[config.mk]
export PLATFORM = sky130hd
export DESIGN_NAME = one_shot_timer_table
export DESIGN_NICKNAME = d
export VERILOG_FILES = /design/src/hdl/tot_pkg.sv /design/src/hdl/tot_ram.sv /design/src/hdl/tot_ctrl.sv /design/src/hdl/tot_datapath.sv /design/src/hdl/one_shot_timer_table.sv
export SDC_FILE = /design/constraint.sdc
export NUM_CORES = 2
export LEC_CHECK = 0
export ABC_AREA = 1
export CELL_PAD_IN_SITES_DETAIL_PLACEMENT = 1
export CELL_PAD_IN_SITES_GLOBAL_PLACEMENT = 1
export CORE_MARGIN = 2
export CORE_UTILIZATION = 40
export DETAILED_ROUTE_END_ITERATION = 8
export DONT_BUFFER_PORTS = 1
export GPL_ROUTABILITY_DRIVEN = 0
export PLACE_DENSITY = 0.59
export SLEW_MARGIN = 0
export SYNTH_ARGS = -nofsm -noshare
export SYNTH_HDL_FRONTEND = slang
export SYNTH_SLANG_ARGS = --single-unit
export TNS_END_PERCENT = 50
[constraint.sdc]
create_clock -name clock -period 19.7 [get_ports clock]
set_input_delay 1.97 -clock clock [delete_from_list [all_inputs] [get_ports clock]]
set_output_delay 1.97 -clock clock [all_outputs]
set_load 0.05 [all_outputs]
[src/hdl/tot_pkg.sv]
// ----------------------------------------------------------------------------
// Timer table package
// Shared types, codes and constants of the one-shot timer table.
// ----------------------------------------------------------------------------
package tot_pkg;

   localparam int NUM_SLOTS_DEF = 16;
   localparam int MAX_RESULTS   = 16;
   localparam int CNT_W         = $clog2(MAX_RESULTS + 1);

   localparam int KIND_W     = 2;
   localparam int EVENT_W    = 3;
   localparam int SLOT_IO_W  = 4;
   localparam int TICK_W     = 64;
   localparam int TAG_W      = 32;
   localparam int REQ_DATA_W = 104;
   localparam int RSP_DATA_W = 168;

   typedef enum logic [KIND_W-1:0] {
      KIND_TICK   = 2'd0,
      KIND_CREATE = 2'd1,
      KIND_CANCEL = 2'd2,
      KIND_NONE   = 2'd3
   } kind_type;

   typedef enum logic [EVENT_W-1:0] {
      EV_CREATED   = 3'd0,
      EV_FULL      = 3'd1,
      EV_CANCELLED = 3'd2,
      EV_EXPIRED   = 3'd3,
      EV_IDLE_TICK = 3'd4
   } event_type;

   typedef enum logic [2:0] {
      ST_IDLE,
      ST_EXEC,
      ST_SCAN_START,
      ST_SCAN_EVAL,
      ST_FINISH
   } state_type;

   typedef enum logic [2:0] {
      RSP_NONE,
      RSP_PEND_MID,
      RSP_PEND_LAST,
      RSP_IDLE_TICK,
      RSP_CREATE,
      RSP_CANCEL
   } rsp_sel_type;

   // One slot of the timer table as it sits in the slot memory.
   typedef struct packed {
      logic [TICK_W-1:0] id;
      logic [TICK_W-1:0] start;
      logic [TICK_W-1:0] timeout;
      logic [TAG_W-1:0]  tag;
   } slot_rec_type;

   typedef struct packed {
      logic        capture;
      logic        read_first;
      logic        advance;
      logic        take;
      rsp_sel_type rsp_sel;
   } ctl_cmd_type;

   typedef struct packed {
      kind_type kind;
      logic     out_free;
      logic     due;
      logic     pend_valid;
      logic     scan_end;
      logic     cap_next;
   } ctl_stat_type;

endpackage

[src/hdl/tot_ram.sv]
// ----------------------------------------------------------------------------
// Generic RAM
// One write port and one read port with registered read data.
// ----------------------------------------------------------------------------
module tot_ram #(
   parameter int WIDTH = 8,
   parameter int DEPTH = 16,
   localparam int ADDR_W = (DEPTH > 1) ? $clog2(DEPTH) : 1
) (
   input  logic              clock,
   input  logic              wr_en,
   input  logic [ADDR_W-1:0] wr_addr,
   input  logic [WIDTH-1:0]  wr_data,
   input  logic              rd_en,
   input  logic [ADDR_W-1:0] rd_addr,
   output logic [WIDTH-1:0]  rd_data
);

   logic [WIDTH-1:0] mem_ff [DEPTH];
   logic [WIDTH-1:0] rd_data_ff;

   always_ff @(posedge clock) begin
      if (wr_en) begin
         mem_ff[wr_addr] <= wr_data;
      end
      if (rd_en) begin
         rd_data_ff <= mem_ff[rd_addr];
      end
   end

   assign rd_data = rd_data_ff;

endmodule

[src/hdl/tot_ctrl.sv]
// ----------------------------------------------------------------------------
// Timer table controller
// Sequences create, cancel and tick scans and drives the datapath commands.
// ----------------------------------------------------------------------------
module tot_ctrl (
   input  logic                  clock,
   input  logic                  reset,
   input  logic                  req_tvalid,
   input  tot_pkg::kind_type     req_kind,
   output logic                  req_tready,
   input  tot_pkg::ctl_stat_type stat,
   output tot_pkg::ctl_cmd_type  cmd
);

   import tot_pkg::*;

   state_type state_ff;
   state_type state_in;

   always_ff @(posedge clock) begin
      if (reset) begin
         state_ff <= ST_IDLE;
      end else begin
         state_ff <= state_in;
      end
   end

   always_comb begin
      state_in   = state_ff;
      req_tready = 1'b0;
      cmd        = '0;
      cmd.rsp_sel = RSP_NONE;
      unique case (state_ff)
         ST_IDLE: begin
            req_tready = 1'b1;
            if (req_tvalid) begin
               cmd.capture = 1'b1;
               state_in    = (req_kind == KIND_TICK) ? ST_SCAN_START : ST_EXEC;
            end
         end
         ST_EXEC: begin
            unique case (stat.kind)
               KIND_CREATE: begin
                  if (stat.out_free) begin
                     cmd.rsp_sel = RSP_CREATE;
                     state_in    = ST_IDLE;
                  end
               end
               KIND_CANCEL: begin
                  if (stat.out_free) begin
                     cmd.rsp_sel = RSP_CANCEL;
                     state_in    = ST_IDLE;
                  end
               end
               default: begin
                  state_in = ST_IDLE;
               end
            endcase
         end
         ST_SCAN_START: begin
            cmd.read_first = 1'b1;
            state_in       = ST_SCAN_EVAL;
         end
         ST_SCAN_EVAL: begin
            if (stat.due) begin
               // A held expiry must leave before the next one takes its place.
               if (!stat.pend_valid || stat.out_free) begin
                  cmd.take    = 1'b1;
                  cmd.rsp_sel = stat.pend_valid ? RSP_PEND_MID : RSP_NONE;
                  if (stat.scan_end || stat.cap_next) begin
                     state_in = ST_FINISH;
                  end else begin
                     cmd.advance = 1'b1;
                  end
               end
            end else if (stat.scan_end) begin
               state_in = ST_FINISH;
            end else begin
               cmd.advance = 1'b1;
            end
         end
         ST_FINISH: begin
            if (stat.out_free) begin
               cmd.rsp_sel = stat.pend_valid ? RSP_PEND_LAST : RSP_IDLE_TICK;
               state_in    = ST_IDLE;
            end
         end
         default: begin
            state_in = ST_IDLE;
         end
      endcase
   end

endmodule

[src/hdl/tot_datapath.sv]
// ----------------------------------------------------------------------------
// Timer table datapath
// Tick counter, id counter, active flags, slot memory, scan and result register.
// ----------------------------------------------------------------------------
module tot_datapath #(
   parameter int NUM_SLOTS = tot_pkg::NUM_SLOTS_DEF
) (
   input  logic                             clock,
   input  logic                             reset,
   input  logic [tot_pkg::KIND_W-1:0]       req_tuser,
   input  logic [tot_pkg::REQ_DATA_W-1:0]   req_tdata,
   input  tot_pkg::ctl_cmd_type             cmd,
   output tot_pkg::ctl_stat_type            stat,
   output logic                             rsp_tvalid,
   input  logic                             rsp_tready,
   output logic [tot_pkg::RSP_DATA_W-1:0]   rsp_tdata,
   output logic [tot_pkg::EVENT_W-1:0]      rsp_tuser,
   output logic                             rsp_tlast
);

   import tot_pkg::*;

   localparam int SLOT_W = (NUM_SLOTS > 1) ? $clog2(NUM_SLOTS) : 1;
   localparam int REC_W  = $bits(slot_rec_type);

   // Captured item.
   kind_type             kind_ff;
   logic [TICK_W-1:0]    timeout_ff;
   logic [TAG_W-1:0]     tag_ff;
   logic [SLOT_IO_W-1:0] slot_in_ff;

   // Table state.
   logic [TICK_W-1:0]    tick_ff, tick_in;
   logic [TICK_W-1:0]    next_id_ff, next_id_in;
   logic [NUM_SLOTS-1:0] active_ff, active_in;

   // Scan state.
   logic [SLOT_W-1:0]    scan_idx_ff, scan_idx_in;
   logic [CNT_W-1:0]     cnt_ff, cnt_in;
   logic                 pend_valid_ff, pend_valid_in;
   slot_rec_type         pend_rec_ff;
   logic [SLOT_W-1:0]    pend_slot_ff;

   // Result register.
   logic                 rsp_valid_ff, rsp_valid_in;
   event_type            rsp_event_ff, rsp_event_in;
   logic [SLOT_IO_W-1:0] rsp_slot_ff, rsp_slot_in;
   logic [TICK_W-1:0]    rsp_id_ff, rsp_id_in;
   logic [TAG_W-1:0]     rsp_tag_ff, rsp_tag_in;
   logic [TICK_W-1:0]    rsp_tick_ff;
   logic                 rsp_last_ff, rsp_last_in;

   logic [SLOT_W-1:0]    free_idx;
   logic                 any_free;
   logic                 out_free;
   logic                 ram_wr_en;
   logic                 ram_rd_en;
   logic [SLOT_W-1:0]    ram_rd_addr;
   slot_rec_type         wr_rec;
   slot_rec_type         rd_rec;
   logic [REC_W-1:0]     rd_bits;
   logic [TICK_W-1:0]    elapsed;
   logic [SLOT_W+SLOT_IO_W-1:0] pend_slot_ext;
   logic [SLOT_W+SLOT_IO_W-1:0] free_slot_ext;

   // Lowest free slot.
   always_comb begin
      free_idx = '0;
      for (int i = NUM_SLOTS - 1; i >= 0; i--) begin
         if (!active_ff[i]) begin
            free_idx = SLOT_W'(i);
         end
      end
   end

   assign any_free  = ~&active_ff;
   assign out_free  = !rsp_valid_ff || rsp_tready;
   assign ram_wr_en = (cmd.rsp_sel == RSP_CREATE) && any_free;
   assign ram_rd_en = cmd.read_first || cmd.advance;
   assign ram_rd_addr = cmd.advance ? scan_idx_ff + 1'b1 : scan_idx_ff;

   assign wr_rec.id      = next_id_ff;
   assign wr_rec.start   = tick_ff;
   assign wr_rec.timeout = timeout_ff;
   assign wr_rec.tag     = tag_ff;

   tot_ram #(
      .WIDTH (REC_W),
      .DEPTH (NUM_SLOTS)
   ) u_slot_ram (
      .clock   (clock),
      .wr_en   (ram_wr_en),
      .wr_addr (free_idx),
      .wr_data (wr_rec),
      .rd_en   (ram_rd_en),
      .rd_addr (ram_rd_addr),
      .rd_data (rd_bits)
   );

   assign rd_rec  = rd_bits;
   assign elapsed = tick_ff - rd_rec.start;

   assign stat.kind       = kind_ff;
   assign stat.out_free   = out_free;
   assign stat.due        = active_ff[scan_idx_ff] && (elapsed >= rd_rec.timeout);
   assign stat.pend_valid = pend_valid_ff;
   assign stat.scan_end   = scan_idx_ff == SLOT_W'(NUM_SLOTS - 1);
   assign stat.cap_next   = cnt_ff == CNT_W'(MAX_RESULTS - 1);

   // Slot indexes leave as their low four bits.
   assign pend_slot_ext = {{SLOT_IO_W{1'b0}}, pend_slot_ff};
   assign free_slot_ext = {{SLOT_IO_W{1'b0}}, free_idx};

   always_comb begin
      tick_in       = tick_ff;
      next_id_in    = next_id_ff;
      active_in     = active_ff;
      scan_idx_in   = scan_idx_ff;
      cnt_in        = cnt_ff;
      pend_valid_in = pend_valid_ff;

      if (cmd.capture) begin
         scan_idx_in   = '0;
         cnt_in        = '0;
         pend_valid_in = 1'b0;
         if (req_tuser == KIND_TICK) begin
            tick_in = tick_ff + 1'b1;
         end
      end
      if (cmd.advance) begin
         scan_idx_in = scan_idx_ff + 1'b1;
      end
      if (cmd.take) begin
         cnt_in        = cnt_ff + 1'b1;
         pend_valid_in = 1'b1;
      end
      if (ram_wr_en) begin
         next_id_in = next_id_ff + 1'b1;
      end
      for (int i = 0; i < NUM_SLOTS; i++) begin
         if (cmd.take && scan_idx_ff == SLOT_W'(i)) begin
            active_in[i] = 1'b0;
         end
         if (cmd.rsp_sel == RSP_CANCEL && {3'b000, slot_in_ff} == 7'(i)) begin
            active_in[i] = 1'b0;
         end
         if (ram_wr_en && free_idx == SLOT_W'(i)) begin
            active_in[i] = 1'b1;
         end
      end
   end

   always_comb begin
      rsp_valid_in = rsp_valid_ff && !rsp_tready;
      rsp_event_in = rsp_event_ff;
      rsp_slot_in  = rsp_slot_ff;
      rsp_id_in    = rsp_id_ff;
      rsp_tag_in   = rsp_tag_ff;
      rsp_last_in  = rsp_last_ff;
      if (cmd.rsp_sel != RSP_NONE) begin
         rsp_valid_in = 1'b1;
         rsp_slot_in  = '0;
         rsp_id_in    = '0;
         rsp_tag_in   = '0;
         rsp_last_in  = 1'b1;
      end
      case (cmd.rsp_sel)
         RSP_PEND_MID, RSP_PEND_LAST: begin
            rsp_event_in = EV_EXPIRED;
            rsp_slot_in  = pend_slot_ext[SLOT_IO_W-1:0];
            rsp_id_in    = pend_rec_ff.id;
            rsp_tag_in   = pend_rec_ff.tag;
            rsp_last_in  = cmd.rsp_sel == RSP_PEND_LAST;
         end
         RSP_IDLE_TICK: begin
            rsp_event_in = EV_IDLE_TICK;
         end
         RSP_CREATE: begin
            if (any_free) begin
               rsp_event_in = EV_CREATED;
               rsp_slot_in  = free_slot_ext[SLOT_IO_W-1:0];
               rsp_id_in    = next_id_ff;
            end else begin
               rsp_event_in = EV_FULL;
            end
         end
         RSP_CANCEL: begin
            rsp_event_in = EV_CANCELLED;
            rsp_slot_in  = slot_in_ff;
         end
         default: begin
         end
      endcase
   end

   always_ff @(posedge clock) begin
      if (reset) begin
         tick_ff       <= '0;
         next_id_ff    <= TICK_W'(1);
         active_ff     <= '0;
         scan_idx_ff   <= '0;
         cnt_ff        <= '0;
         pend_valid_ff <= 1'b0;
         rsp_valid_ff  <= 1'b0;
      end else begin
         tick_ff       <= tick_in;
         next_id_ff    <= next_id_in;
         active_ff     <= active_in;
         scan_idx_ff   <= scan_idx_in;
         cnt_ff        <= cnt_in;
         pend_valid_ff <= pend_valid_in;
         rsp_valid_ff  <= rsp_valid_in;
      end
   end

   always_ff @(posedge clock) begin
      if (cmd.capture) begin
         kind_ff    <= kind_type'(req_tuser);
         timeout_ff <= req_tdata[63:0];
         tag_ff     <= req_tdata[95:64];
         slot_in_ff <= req_tdata[99:96];
      end
      if (cmd.take) begin
         pend_rec_ff  <= rd_rec;
         pend_slot_ff <= scan_idx_ff;
      end
      if (cmd.rsp_sel != RSP_NONE) begin
         rsp_tick_ff <= tick_ff;
      end
      rsp_event_ff <= rsp_event_in;
      rsp_slot_ff  <= rsp_slot_in;
      rsp_id_ff    <= rsp_id_in;
      rsp_tag_ff   <= rsp_tag_in;
      rsp_last_ff  <= rsp_last_in;
   end

   assign rsp_tvalid = rsp_valid_ff;
   assign rsp_tuser  = rsp_event_ff;
   assign rsp_tlast  = rsp_last_ff;
   assign rsp_tdata  = {4'b0000, rsp_tick_ff, rsp_tag_ff, rsp_id_ff, rsp_slot_ff};

endmodule

[src/hdl/one_shot_timer_table.sv]
// ----------------------------------------------------------------------------
// One-shot timer table
// A table of one-shot timers with a 64-bit tick counter that counts tick items.
// ----------------------------------------------------------------------------
// Results: a create or cancel result is registered from the execute state
//   after its item is accepted; a tick's final result follows its scan.
// Flow: a new item is taken only in the idle state, so the block is through
//   with one item before it takes the next; the tick scan reads one slot a
//   cycle through the single read port of the slot memory, unless a held
//   expiry waits on a stalled result side.
// Reset: tick counter to 0, next id to 1, every slot inactive; the slot
//   memory is not cleared, as slot data counts only while the slot is active.
// ----------------------------------------------------------------------------
module one_shot_timer_table #(
   parameter int NUM_SLOTS = tot_pkg::NUM_SLOTS_DEF
) (
   input  logic                           clock,
   input  logic                           reset,

   // Request items.
   input  logic                           req_tvalid,
   output logic                           req_tready,
   // tdata fields from bit 0 up: timeout [63:0], tag_in [95:64],
   // slot_in [99:96], zero fill [103:100].
   input  logic [tot_pkg::REQ_DATA_W-1:0] req_tdata,
   // tuser fields: kind [1:0] (0 tick, 1 create, 2 cancel).
   input  logic [tot_pkg::KIND_W-1:0]     req_tuser,

   // Result items.
   output logic                           rsp_tvalid,
   input  logic                           rsp_tready,
   // tdata fields from bit 0 up: slot_out [3:0], timer_id [67:4],
   // tag_out [99:68], tick_now [163:100], zero fill [167:164].
   output logic [tot_pkg::RSP_DATA_W-1:0] rsp_tdata,
   // tuser fields: event_res [2:0].
   output logic [tot_pkg::EVENT_W-1:0]    rsp_tuser,
   // Marks the final result item of one request item.
   output logic                           rsp_tlast
);

   import tot_pkg::*;

   ctl_cmd_type  cmd;
   ctl_stat_type stat;

   // The controller walks each item through its steps: a create or cancel
   // passes the execute state; a tick starts the slot scan and checks one
   // slot per cycle unless a held expiry waits, holding the latest expiry
   // back until it knows whether another follows so the last can be marked.
   tot_ctrl u_ctrl (
      .clock      (clock),
      .reset      (reset),
      .req_tvalid (req_tvalid),
      .req_kind   (kind_type'(req_tuser)),
      .req_tready (req_tready),
      .stat       (stat),
      .cmd        (cmd)
   );

   // The datapath holds the counters, the active flags, the slot memory and
   // the result register that lets a new item in while a result waits.
   tot_datapath #(
      .NUM_SLOTS (NUM_SLOTS)
   ) u_datapath (
      .clock      (clock),
      .reset      (reset),
      .req_tuser  (req_tuser),
      .req_tdata  (req_tdata),
      .cmd        (cmd),
      .stat       (stat),
      .rsp_tvalid (rsp_tvalid),
      .rsp_tready (rsp_tready),
      .rsp_tdata  (rsp_tdata),
      .rsp_tuser  (rsp_tuser),
      .rsp_tlast  (rsp_tlast)
   );

   // A new result is only loaded when the result register is free.
   assert property (@(posedge clock) disable iff (reset)
      cmd.rsp_sel != RSP_NONE |-> stat.out_free)
      else $error("result register overwritten");

   // Taking a new expiry while one is held must push the held one out.
   assert property (@(posedge clock) disable iff (reset)
      cmd.take && stat.pend_valid |-> cmd.rsp_sel == RSP_PEND_MID)
      else $error("held expiry lost");

   // In the cycle after an item is accepted the block is busy.
   assert property (@(posedge clock) disable iff (reset)
      req_tvalid && req_tready |=> !req_tready)
      else $error("item accepted while busy");

endmodule
==> out/results.txt <==
A synthesized cell averages 13.4 sq um. The sequential cell area in the final layout was 0.128 sq mm. The fraction of post-synthesis cell area in the top cell type by area is 68.7%.

By area, the combinational part of the netlist is dominated by simple AND/OR/NAND/NOR gates. The first global-routing pass estimated 823000 um of wire. The netlist uses 55 different library cells. The number of clock buffers added by TritonCTS is 461. The largest individual stage delay along the critical path comes from the cell dfxtp_1. The run gives 0 as the count of final hold-check violations.

The run gives 0.448 sq mm as the core outline area. Timing analysis after detailed placement gives a worst setup slack of 8.15 ns. Entering global routing, the biggest net connects 129 pins. The number of nets in the layout came out at 13600.

The run finished with clean final reports. Yosys mapped a number of flops with a built-in enable equal to 4110. The die covers 0.454 sq mm.

The register bit total from synthesis was 4336. The worst setup path is launched from a register. Of the synthesized area, sequential elements account for 71.3%.

The worst setup skew after layout is 0.0660 ns, and the DRC violation count after routing is 0. The final layout contains routed wiring with a total length of 574000 um. In this run the tool buffered the top-level ports with 0 buffer cells. The tools report the arrival time of the worst setup path as 12.18 ns.

The H-tree generated during clock tree synthesis spans 5 levels. The row count was 246. In this run the deepest clock path goes through 4 buffers. The most instantiated flip-flop cell in the synthesis netlist is edfxtp_1. The largest fanout on the critical path came out at 60. Counting flops with an async set or reset pin after synthesis yields a share of 0%. After Yosys synthesis, full adders, half adders and majority gates account for 0.973% of the synthesized area. At the pin with the least slew margin, the transition time is 1.20 ns.

The initial core utilization was 40.1%. For the worst flop-to-flop path, the logic depth is 36. In this run the horizontal extent of the chip is 674 um. For the number of slew-limit violations in the final report, the log shows 0.

The number of search-and-repair iterations in the first detailed-routing pass came out at 5. The routed design could run at a clock period as short as 11.57 ns. For this design, the sink count on the clock tree is 4336.

The cell taking the most area after synthesis was edfxtp_1. The total overflow left after global routing is 0. The total of cells resized after clock tree synthesis is 0, and the number of setup violations in the final report is 0.

Counting instances, the worst hold path has a depth of 0. For this run, the total global-route usage over all layers was measured as 24.7%. Of the cells placed in the final design, the portion with a size suffix greater than 1 is 6.89%. In the routed layout, each cell is associated on average with a via count of 5.60. The post-CTS setup-driven buffer insertion count came out at 0. Kind of critical path: register to register. The tools report the initial antenna violation count as 54. After synthesis, the cell types taking the most area are edfxtp_1 (69%), mux2i_1 (10%), nand3_1 (6.0%). The count of filler cells inserted in the layout was 44900. The tree is rooted in a clkbuf_16. Setup TNS after final layout: 0 ns. Simple-gate portion of the synthesized area: 12.7%.

The most numerous cell on the critical path is nand2_1. During I/O placement, the number of pins put on the boundary was 284. The worst setup path is captured at a register. The via count of the routed design is 110000. TritonCTS built the clock tree.

In the final layout, the multi-input gates occupy 0.0467 sq mm. The post-detailed-route wirelength per cell was 29.1 um; the post-synthesis instance total was 13400. The mapped netlist covers 0.180 sq mm. The post-DP HPWL is 308000 um, and the multiplexer area fraction after synthesis is 9.99%. Measured against its own limit, the worst slew margin works out to 20.1%. The synthesized netlist devotes 1.59% of its cell area to compound gates. The run gives 0.0781 mV as the peak ir drop on the vdd network. In this run the vertical extent of the chip is 674 um. Class of the worst hold path: register to register. Once detail routing completed, the nets flagged for antenna violations numbered 0. Setup repair after global routing left no endpoint under its margin. Clock-pin slew was measured on the worst setup and hold paths at 0.06 ns.

The layout overhead on the synthesized area is 12.1%. The delay of the slowest critical-path stage is 0.96 ns. After Yosys synthesis, XOR and XNOR cells account for 0.629% of the synthesized area.

Max-cap violations in this run came to 0. After layout, the worst setup slack is 8.13 ns. In the finished design, the share of the clock period the worst path needs comes to 58.7%. The clock reaches the later pin of the worst-skew pair after 1.03 ns.

The first routing iteration left 8842 violations. In this run the power density over the cells is 102 mW/mm^2. In this run, post-CTS hold repair placed 0 buffers. The analysis attributes to cell leakage a power of 82.3 nW. Static timing analysis puts the maximum clock frequency at 86.4 MHz. Measured on the finished design, the core utilization comes to 44.9%.

The endpoint required time on the critical path was 20.31 ns; the count of warnings emitted by yosys was 0. Number of global-route vias before repair: 115000.
==> cells in the mapped netlist (8+ instances only) <==
cell type / instances
buf_4: 12
nand2_1: 2545
edfxtp_1: 4110
dfxtp_1: 226
clkbuf_1: 375
mux2i_1: 1792
ha_1: 138
nor2_1: 336
nor3_1: 97
inv_1: 509
xor2_1: 109
nor4_1: 42
xnor2_1: 20
o21ai_0: 100
a21oi_1: 241
buf_1: 8
buf_2: 330
nand4_1: 43
a22oi_1: 10
a21o_1: 8
o211ai_1: 53
nand3_1: 2141
a31oi_1: 30
a21boi_0: 8
o21a_1: 18
==> stage by stage <==
step / hold WS (ns) / cell area [sq um] / instances / power, mW
after floorplan: 0.400 / 180000 / 13400 / 11.6
after global placement: 0.401 / 186000 / 18800 / 12.1
after detailed placement: 0.405 / 186000 / 18800 / 12.1
after CTS: 0.398 / 201000 / 19700 / 20.7
after global routing: 0.404 / 201000 / 19700 / 21.2
final: 0.395 / 201000 / 19700 / 20.5
==> layer usage <==
metal	wire [um]	track usage (%)	share of wire (%)
met1	250000	33.4	44
met4	14900	6.27	2.6
met2	280000	42.1	49
met3	29100	3.32	5.1
met5	218	0	0.038
==> layout make-up <==
cell class / count / share of cell area [%]
Timing Repair Buffer: 234 / 1.08
Antenna cell: 22 / 0.0274
Clock inverter: 272 / 1.27
Inverter: 516 / 0.979
Multi-Input combinational cell: 7788 / 23.2
Clock buffer: 591 / 6.16
Sequential cell: 4336 / 63.6
Tap cell: 5952 / 3.70
==> layout by cell type, fill, tap and decap left out, types with 18 or more instances in the layout <==
cell / netlist / routed
mux2i_1: 1792 / 1792
a21oi_1: 241 / 241
edfxtp_1: 4110 / 4110
diode_2: 0 / 22
ha_1: 138 / 137
xnor2_1: 20 / 20
clkinv_2: 0 / 97
nand3_1: 2141 / 2141
o211ai_1: 53 / 53
nand2_1: 2545 / 2543
o21a_1: 18 / 18
inv_1: 509 / 505
clkinv_1: 1 / 103
nor4_1: 42 / 42
dfxtp_1: 226 / 226
nand4_1: 43 / 43
buf_4: 12 / 201
o21ai_0: 100 / 99
clkbuf_8: 0 / 21
xor2_1: 109 / 109
nor3_1: 97 / 96
bufinv_16: 0 / 39
clkbuf_16: 0 / 469
buf_12: 0 / 33
nor2_1: 336 / 323
a31oi_1: 30 / 30
clkbuf_1: 375 / 101
==> final timing paths <==
| path | start | end | slack [ns] |
|---|---|---|---|
| worst min register to register | u_datapath.u_slot_ram.rd_data[203]$_DFFE_PP_ | u_datapath.pend_rec_ff[203]$_DFFE_PP_ | 0.39 |
| worst max-delay path | u_datapath.tick_ff[1]$_SDFFE_PP0P_ | u_datapath.u_slot_ram.mem_ff[8][12]$_DFFE_PP_ | 8.13 |
| worst min-delay path | u_datapath.u_slot_ram.rd_data[203]$_DFFE_PP_ | u_datapath.pend_rec_ff[203]$_DFFE_PP_ | 0.39 |
| worst max register to register | u_datapath.tick_ff[1]$_SDFFE_PP0P_ | u_datapath.u_slot_ram.mem_ff[8][12]$_DFFE_PP_ | 8.13 |
==> power by group <==
group,internal (mW),switching [mW]
clock network,4.95,3.68
logic,0.550,0.984
registers,10.2,0.218
total,15.7,4.88
==> state kept, by name, summed over array words and instances, names as in the netlist, 32 cells and up <==
register and count:
u_datapath.u_slot_ram.rd_data 224, u_datapath.timeout_ff 64, u_datapath.rsp_tag_ff 32, u_datapath.tick_ff 64, u_datapath.tag_ff 32, u_datapath.next_id_ff 64
u_datapath.pend_rec_ff 96, u_datapath.u_slot_ram.mem_ff 3584, u_datapath.rsp_id_ff 64, u_datapath.rsp_tick_ff 64
==> cells by family (layout without fill, tap and decap cells) <==
family	count (synthesis)	after routing
AND/OR/NAND/NOR	5230	5230
buffers and inverters	1243	1613
XOR/XNOR	129	129
AO/OA/AOI/OAI	494	494
adder cells (fa/ha/maj)	139	139
other	1	26
multiplexers	1792	1792
flip-flops	4336	4336
==> worst max-delay path: cells and delay by family (launching register included) <==
| kind | cells | cell delay (ns) |
|---|---|---|
| AOI/OAI and AO/OA | 7 | 2.44 |
| adders and majority gates | 2 | 0.67 |
| buffers and inverters | 9 | 3.69 |
| DFF | 1 | 0.96 |
| and+or+nand+nor | 18 | 3.14 |
No activity file was read; power rests on OpenSTA's default activity.
